## src/sv/sdt_ram.sv

```systemverilog
// ============================================================================
// sdt_ram: generic single write port, single read port RAM
// One write and one registered read per cycle; width and depth are parameters.
// ============================================================================
`default_nettype none

module sdt_ram #(
    parameter int WIDTH = 8,
    parameter int DEPTH = 16,
    localparam int ADDR_W = (DEPTH > 1) ? $clog2(DEPTH) : 1
) (
    input  wire logic              i_clk,
    input  wire logic              i_we,
    input  wire logic [ADDR_W-1:0] i_waddr,
    input  wire logic [WIDTH-1:0]  i_wdata,
    input  wire logic [ADDR_W-1:0] i_raddr,
    output logic      [WIDTH-1:0]  o_rdata
);

    logic [WIDTH-1:0] r_mem [DEPTH];

    always_ff @(posedge i_clk) begin
        if (i_we) begin
            r_mem[i_waddr] <= i_wdata;
        end
        o_rdata <= r_mem[i_raddr];
    end

endmodule : sdt_ram

`default_nettype wire

```

## config.mk

```make
export PLATFORM = sky130hd
export DESIGN_NAME = sdt_ram
export DESIGN_NICKNAME = d
export VERILOG_FILES = /design/src/sv/sdt_ram.sv
export SDC_FILE = /design/constraint.sdc
export NUM_CORES = 1
export LEC_CHECK = 0
export BUFFER_PORTS_ARGS = -buffer_cell sky130_fd_sc_hd__buf_2
export CORE_MARGIN = 3
export CORE_UTILIZATION = 45
export CTS_BUF_LIST = sky130_fd_sc_hd__clkbuf_8
export DETAILED_ROUTE_END_ITERATION = 8
export GPL_TIMING_DRIVEN = 1
export SETUP_SLACK_MARGIN = 0.15
export SKIP_CTS_REPAIR_TIMING = 1
export SLEW_MARGIN = 40
export SYNTH_ARGS = -nofsm -noshare
export SYNTH_HDL_FRONTEND = slang
export SYNTH_SLANG_ARGS = --single-unit
```

## constraint.sdc

```tcl
create_clock -name i_clk -period 2.2 [get_ports i_clk]
set_clock_uncertainty 0.05 [all_clocks]
set_input_delay 0.22 -clock i_clk [delete_from_list [all_inputs] [get_ports i_clk]]
set_output_delay 0.22 -clock i_clk [all_outputs]
set_load 0.005 [all_outputs]
```

======== Word-level counts from Yosys, hierarchy flattened ========
Memories as Yosys holds them, arrays and structs flattened. A register that Yosys moved wholly into a read port is not among the register bits.
Cells that the tools add are included.
word-level totals
  register bits ........................... 0
  latch bits .............................. 0
  bits in writable memories ............... 128
  bits in read-only memories .............. 0
  bits of input ports ..................... 18
  logic and storage cells ................. 3
  memories ................................ 1
operators by class
  add/subtract/negate cells ............... 0
  multipliers ............................. 0
  div/mod/pow operators ................... 0
  magnitude comparators ................... 0
  equality and inequality tests ........... 0
  shift-type cells ........................ 0
  multiplexer cells ....................... 2
  bitwise logic cells ..................... 0
  reduce and logical (&&, ||, !) cells .... 0
memories
  memory  words  width  read ports  clocked after memory_dff  write ports  RTL line  text
  r_mem   16     8      1           1                         1            20        logic [WIDTH-1:0] r_mem [DEPTH];
operators by type and width
  kind               number
  two-way mux 1 bit  2

======== Depth between registers and ports, before layout ========
  depth in word-level cells ............... 2
  depth in mapped cells ................... 5
  mapped depth without buffers ............ 3

======== Worst setup path after synthesis ========
OpenSTA, ideal clock, no wires.
  path kind ............................... in2reg
  start point ............................. input port i_waddr[2]
  end point ............................... memory r_mem[0][0] (enable)
  arrival time ............................ 1.330 ns
  required time ........................... 1.767 ns
  path slack .............................. 0.437 ns
  cell stages on the path ................. 2
  buffers on the path ..................... 0
  cells stage by stage .................... or3b_2 -> nor3_1
RTL lines
  element             RTL line  text
  start: declaration  14        input wire logic [ADDR_W-1:0] i_waddr,
  end: declaration    20
Straight into the memory's write port.

==> results.ini <==
[global_route]
use_met3_pct=4.17
grt_overflow=0
grt.met1_usage_pct=22.1
grt_pass1_wl_mm=14.7
grt_usage_pct=16.3
antenna_found_initial=0
grt_start_max_net_pins=33
busiest_layer=met2
grt_pass1_vias=2452
use_met2_pct=25.4

[run_status]
outcome=complete, no violations

[drt]
dr.pass1.iters=4
postRouteAntennaNets=0
drt-total-wl_mm=9.55
vias=2383
via_per_inst=5.47
route.detailed.drc=0
drt_iter0_markers=232
avgRoutedWirePerCell_um=21.9

[worst_setup_path]
r2r-end=o_rdata[3]
path_cells=mux4_1, a22oi_1, nand2_1
endpoint_kind=register
slowest_delay_ps=510
rr_worst_depth=3
crit_buf_inv=0
cp_data_arrival_time_ps=1660
crit_end=o_rdata[3]
crit_family=multiplexers
worstSetupPathType=reg2reg
timing.rr.start=r_mem[1][3]
cp.depth=3
worstSetupStartpoint=r_mem[1][3]
required_ps=2470
start_kind=register
r2r_setup_slack_ps=810
worst_path_max_delay_cell=mux4_1
path_max_fanout=1

[logic_synthesis]
syn-num-nets=247
postSynthAreaPerCell_um2=22.5
yosysMostFrequentCell=edfxtp_1
async_reset_ff_share_pct=0
yosysWarnings=0
ys_ff_latch=136
ys_seq_area_share_pct=77.8
synth_area_leaders=edfxtp_1, mux4_2, mux4_1
synthCells=229
synth_edf_count=128
synth_area_um2=5150
synth_top_area_share_pct=74.7
yosys.area.top_type=edfxtp_1
synth_common_cells=edfxtp_1, mux4_2, a22oi_1
synth-main-ff-cell=edfxtp_1
yosys.cell_types.count=19

[placed_design]
hpwlAfterDp_mm=5.68
post-place-cells=404
dpl_cell_area_um2=5540
port_buffers=25
place_congestion=0.759

[min_path]
holdCritPathClass=in2reg
min_path_cells=1

[clock_tree]
cts_tree=done
cts_buffers=17
cts_max_level=4
worstSkewPairLatency_ps=440
clock_path_buffers=2
clk_pin_slew_ps=80
cts_sinks=136
root_buffer=clkbuf_8

[power_and_ir_drop]
power.density_nw_per_um2=898
irDropWorstVdd_uv=373
p_leak_nw=2.01

[final_layout]
design_area_um2=5970
fin_cells=436
drive_gt1_share_pct=32.4
synthToLayoutAreaGrowth_pct=16.0
nNetsFinal=301
n_antenna_cell=0

[sta]
final-setup-viol-count=0
tightest_slew_ps=432
hold_viol_final=0
hold_ws_ps=112
fin_crit_sh_pct=63.2
drv_slew=0
max_freq_mhz=720
slew_headroom_pct=71.2
fin_crit_ps=1390
rsz0062_at_grt=false
tns_ps=0

[die]
fp.dieH_um=113
start_util_pct=46.7
dieWidth_um=113
dieArea_um2=12800
core_um2=11000
ioPinCount=26
row_count=38

[run]
drv_cap=0

-- logic make-up after synthesis --
kind of cell,synth area share [%]
flops,77.8
simple gates,3.18
mux,15.0
compound gates,2.33
buf+inv,1.68
-- registers in the layout, summed over array words and instances, names as in the netlist --
name / cells
o_rdata: 8
r_mem: 128
-- worst min path at each step --
stage,from,to,slack [ps]
6_report,i_wdata[2],r_mem[7][2],110
5_1_grt,i_wdata[2],r_mem[6][2],100
4_1_cts,i_wdata[2],r_mem[5][2],90
3_5_place_dp,o_rdata[2],o_rdata[2],550
3_3_place_gp,o_rdata[2],o_rdata[2],550
2_1_floorplan,i_wdata[0],r_mem[0][0],270
-- per-layer routing --
metal  wire length (um)  share of wire (%)
met1               4190                 44
met2               4770                 50
met3                452                4.7
met4                130                1.4
met5                  0                  0
-- layout make-up --
type	instances	area, um^2
multi-input cells	83	1060
fillers	849	5060
well taps	140	175
repair buffers	45	300
clock inverters	15	201
flip-flops and latches	136	4000
clock buffers	17	234
-- stage by stage --
step	setup slack, ps	total power [mW]	util, %
floorplan	437	3.11	-
CTS	779	5.40	54.1
global placement	471	3.23	50.2
finish	811	5.36	54.1
global route	724	5.55	54.1
detailed placement	447	3.24	50.2
-- power by group --
part / internal, mW / switching (mW)
Sequential: 2.89 / 0.0173
Clock: 1.24 / 0.954
Combinational: 0.117 / 0.144
-- placed cells by master, fill, tap and decap left out, types with 2 or more instances in the layout --
cell          n
clkinvlp_4    6
dfxtp_1       8
bufinv_16     4
nand2_1       9
nor3_1        4
inv_6         2
buf_12        2
buf_2        25
buf_4        18
mux4_1       14
edfxtp_1    128
nand2b_1      2
clkbuf_8     17
a22oi_1      16
nand3b_1      2
clkinv_2      2
nor2_1       13
mux4_2       18
(Power assumes the default switching activity.)
